File: src/hdl/r4tw_pkg.sv
// ============================================================================
// r4tw_pkg
// Shared widths, defaults and datapath types of the radix-4 twiddle pass.
// ============================================================================
package r4tw_pkg;

    // Defaults for the top-level parameters.
    localparam int MAX_LEN_DEF      = 4096;
    localparam int TWIDDLE_BITS_DEF = 16;

    // Fixed field widths.
    localparam int IN_W  = 16;  // Q1.15 input sample part
    localparam int DAT_W = 19;  // Q4.15 datapath and result part
    localparam int IDX_W = 10;  // butterfly index
    localparam int LEN_W = 4;   // length_log2 register

    localparam logic [LEN_W-1:0] LEN_RESET = 4'd12;

    // Stream word widths, padded to whole bytes.
    localparam int S_TDATA_W = 144;
    localparam int M_TDATA_W = 168;

    // Request kinds carried on the input tuser bit.
    typedef enum logic {
        CMD_FWD = 1'b0,
        CMD_INV = 1'b1
    } cmd_t;

    typedef logic signed [DAT_W-1:0] dat_t;

    typedef struct packed {
        dat_t re;
        dat_t im;
    } cplx_t;

    typedef cplx_t [3:0] quad_t;

    // Load strobes of the three stages that a twiddle lane spans.
    typedef struct packed {
        logic ld1;
        logic ld2;
        logic ld3;
    } lane_ctl_t;

endpackage

File: src/hdl/r4tw_bfly.sv
// ============================================================================
// r4tw_bfly
// Radix-4 butterfly on four complex values, with a bypass that passes the
// values through unchanged. Sums wrap at the datapath width.
// ============================================================================
module r4tw_bfly (
    input  logic            bypass,
    input  r4tw_pkg::quad_t x,
    output r4tw_pkg::quad_t y
);

    r4tw_pkg::dat_t sr02, si02, dr02, di02;
    r4tw_pkg::dat_t sr13, si13, dr13, di13;
    r4tw_pkg::quad_t bf;

    always_comb
    begin
        sr02 = x[0].re + x[2].re;
        si02 = x[0].im + x[2].im;
        dr02 = x[0].re - x[2].re;
        di02 = x[0].im - x[2].im;
        sr13 = x[1].re + x[3].re;
        si13 = x[1].im + x[3].im;
        dr13 = x[1].re - x[3].re;
        di13 = x[1].im - x[3].im;

        bf[0].re = sr02 + sr13;
        bf[0].im = si02 + si13;
        bf[2].re = sr02 - sr13;
        bf[2].im = si02 - si13;
        // Odd outputs take the difference of the odd pair turned by -i and +i.
        bf[1].re = dr02 + di13;
        bf[1].im = di02 - dr13;
        bf[3].re = dr02 - di13;
        bf[3].im = di02 + dr13;

        y = bypass ? x : bf;
    end

endmodule

File: config.mk
export PLATFORM = sky130hd
export DESIGN_NAME = r4tw_bfly
export DESIGN_NICKNAME = d
export VERILOG_FILES = /design/src/hdl/r4tw_pkg.sv /design/src/hdl/r4tw_bfly.sv
export SDC_FILE = /design/constraint.sdc
export NUM_CORES = 1
export LEC_CHECK = 0
export BUFFER_PORTS_ARGS = -buffer_cell sky130_fd_sc_hd__buf_2
export CAP_MARGIN = 20
export CORE_MARGIN = 2
export CORE_UTILIZATION = 35
export DETAILED_ROUTE_END_ITERATION = 10
export PLACE_DENSITY = 0.63
export SKIP_LAST_GASP = 1
export SLEW_MARGIN = 20
export SYNTH_ARGS = -nofsm -noshare
export SYNTH_HDL_FRONTEND = slang
export SYNTH_SLANG_ARGS = --single-unit
File: constraint.sdc
create_clock -name vclk -period 6
set_clock_uncertainty 0.05 [all_clocks]
set_input_delay 1.2 -clock vclk [all_inputs]
set_output_delay 1.2 -clock vclk [all_outputs]
set_load 0.05 [all_outputs]
### Word-level counts from Yosys, hierarchy flattened

Index checks and enable logic that the tools add are counted.

| storage, ports and cells | value |
|---|---|
| word-level logic and storage cells | 17 |
| register bits | 0 |
| input bits | 153 |
| output and inout bits | 152 |

| operators by class | value |
|---|---|
| add/sub/neg operators | 16 |
| multiplexer cells | 1 |

Operators with widths:

| kind | number |
|---|---|
| $add A19 B19 Y19 | 8 |
| $mux W152 | 1 |
| $sub A19 B19 Y19 | 8 |

### Longest topological paths before layout

| logic depth | value |
|---|---|
| word-level depth | 3 |
| mapped depth | 23 |
| depth with buffers taken out | 22 |

### Worst setup path before layout

No wires, ideal clock.

| path | value |
|---|---|
| kind | in2out |
| start point | input port x[134] in the netlist's numbering |
| end point | output port y[54] in the netlist's numbering |
| slack | -861 ps |
| path buffers | 1 |
| data required time | 4750 ps |
| arrival time | 5611 ps |
| stages | 22 |
| path through | inv_1 > ha_1 > nor2b_1 > o21ai_0 > a21boi_0 > o21ai_0 > a211oi_1 > o21a_1 > o31ai_1 > nand2b_1 > a21o_1 > xnor2_1 > ha_1 > clkbuf_1 > inv_1 > nand3_1 > or3_1 > o221a_2 > nor2_1 > nor2_1 > xnor2_1 > o21ai_0 |

RTL lines:

| item | line | text |
|---|---|---|
| start, declared | r4tw_bfly.sv:8 | `input r4tw_pkg::quad_t x,` |
| end, declared | r4tw_bfly.sv:9 | `output r4tw_pkg::quad_t y` |

==> impl_metrics.yaml <==
drt:
  drt_wl_total_microns: 59900
  avgRoutedWirePerCell_microns: 16.3
  drt-pass1-iter-count: 5
  drcViolationCount: 0
  ant_nets: 0
  drt_iter0_markers: 802
  vias: 18600
  vias_per_cell: 5.07
sta:
  setup_viol: 41
  grt_setup_unrepaired: "yes"
  worst_slew_pin_slew_ps: 871
  slew_viol_final: 0
  hold_ws_ps: 2710
  fmax_mhz: 155
  slew_headroom_pct: 41.9
  min_period_ps: 6440
  hold_viol: 0
  period_share_pct: 107
  fin_ws_ps: -442
place:
  portBuffers: 305
  dp_hpwl_microns: 47500
  placedInstanceArea_sq_um: 21600
  gp_congestion: 0.941
run:
  cap_violations: 0
die:
  die_h_microns: 209
  core_area_sq_um: 41800
  pin_count: 305
  fp.dieW_microns: 209
  dieArea_sq_um: 43700
  fp-row-count: 75
  start_util_pct: 35.3
global_routing:
  grt_start_max_net_pins: 120
  grt_use_total_pct: 25.5
  grt_pass1_vias: 18800
  grt_first_pass_wirelength_microns: 92100
  antenna_found_initial: 7
  grt-ovfl-total: 0
clock_network:
  cts_hold_repair.buffers: 0
worst_hold_path:
  min-delay-start: "x[111]"
  hold_class: "in2out"
pwr:
  p_leak_nw: 12.8
  peakVddDrop_mv: 0.314
  p_total_w: 0.00983
  p_per_area_nw_per_um2: 372
logic_synthesis:
  synth-warning-count: 0
  ys_types: 87
  synth_area_sq_um: 14700
  syn_inst: 2178
  ys_seq_area_share_pct: 0
  synthesis.nets: 2635
  syn_area_per_cell_sq_um: 6.76
setup_path:
  cp_max_fo: 2
  crit_path_start: "x[19]"
  path_cells: "buf_12 > inv_12 > ha_4 > inv_2 > fa_2 > a211o_1 > o211ai_2 > nand2b_1 > a21oi_2 > xnor2_2 > ha_1 > o311a_4 > a211oi_4 > o21ai_2 > a2111oi_4 > nor2_1 > a221o_1 > o31ai_4 > xor2_2 > o21ai_4 > buf_6"
  crit_path_end_kind: "output pin"
  critPathRequiredTime_ps: 4750
  startpoint_type: "input port"
  critPathKind: "in2out"
  worst_path_largest_cell_delay_ps: 390
  critPathSlowestCell: "fa_2"
  worstPathArrival_ps: 5190
layout:
  final_cell_area_sq_um: 26500
  area_growth_pct: 79.7
  final_core_util_pct: 63.3
  ff_latch_area_sq_um: 0
  clkbuf_count: 0
  drive_above_1_share_pct: 51.2
  nets: 3581
  final_common_cell: "buf_4"
  layout.cells.most_common_list: "buf_4 (673), buf_2 (221), ha_1 (218)"
  seq_cell_count: 0
run_status:
  outcome: "finished, violations left"
  violations: "setup timing"
-- Yosys cell counts (6+ instances only) --
cell type	n	area share (%)
ha_1	288	24
nor3_1	40	1.4
o21a_1	19	0.97
o21bai_1	54	2.8
o21ai_1	11	0.37
o21ai_0	180	6.1
mux2_2	15	1.1
nor4_1	11	0.47
nor3b_1	12	0.61
xnor2_1	199	12
mux2i_1	7	0.48
a21oi_1	195	6.6
inv_1	253	6.5
fa_1	16	2.2
o22ai_1	6	0.25
a221oi_1	7	0.42
nand3_1	17	0.58
nor2b_1	30	1.3
nand2_1	165	4.2
or3_1	21	0.89
o211ai_1	12	0.61
buf_2	11	0.37
o31ai_1	15	0.76
xor2_1	63	3.7
o31a_1	7	0.42
nand2b_1	42	1.8
a31oi_1	11	0.47
and2_1	6	0.25
and3_1	13	0.55
a211o_1	10	0.59
clkbuf_1	71	1.8
nor2_1	219	5.6
a21o_1	26	1.3
o41ai_1	6	0.36
a211oi_1	10	0.51
buf_1	10	0.25
-- path summary, 6_finish.rpt --
check	endpoint	slack (ps)	depth (start not counted)
hold / removal	y[111]	2710	4
setup / recovery	y[151]	-440	21
-- worst max-delay path, delay by kind of cell --
family / cells / cell delay (ps)
AO/OA/AOI/OAI: 10 / 2250
adder cells (fa/ha/maj): 3 / 800
buffers and inverters: 4 / 370
XOR/XNOR: 2 / 350
AND/OR/NAND/NOR: 2 / 200
-- where the power goes --
part / total, W / switching (W) / internal (W)
logic: 0.00983 / 0.00536 / 0.00447
registers: 0 / 0 / 0
clock network: 0.000000000134 / 0 / 0.000000000134
total: 0.00983 / 0.00536 / 0.00447
-- per-stage QoR --
stage,instances,setup slack [ps],TNS (ps)
4_1_cts,3608,-459,-8290
3_5_place_dp,3539,-795,-27230
5_1_grt,3667,-636,-16190
2_1_floorplan,2178,-132,-252
6_report,3667,-442,-6190
3_3_place_gp,3539,-760,-24330
-- area by class of cell --
class              instances  area, sq um
inverters                256         1010
well taps                539          674
repair buffers          1040         7900
multi-input cells       1826        16900
fillers                 3495        15300
diodes                     6         15.0
-- cell families (layout without fill, tap and decap cells) --
kind of cell | count (synthesis) | count (layout) | synth area share [%]
other | 0 | 6 | 0
AND/OR/NAND/NOR | 589 | 589 | 18.3
multiplexers | 22 | 22 | 1.62
AO/OA/AOI/OAI | 648 | 648 | 28.4
XOR/XNOR | 263 | 263 | 15.7
buffers and inverters | 352 | 1296 | 9.25
adder cells (fa/ha/maj) | 304 | 304 | 26.7
-- per-layer routing --
layer	GRT usage (%)	routed length [microns]	vias up	share of wire, %
met5	0	7	-	0.012
met1	33.0	26600	8785	44
met2	47.0	29800	412	50
met4	5.62	1670	2	2.8
li1	-	-	9303	-
met3	0.676	1850	106	3.1
-- repair_timing --
item,CTS,global route
buffers inserted,76,64
pin swaps,246,220
setup endpoints to repair,73,75
gates resized for setup,514,329
Note: power is estimated with default switching activity, not from simulation.
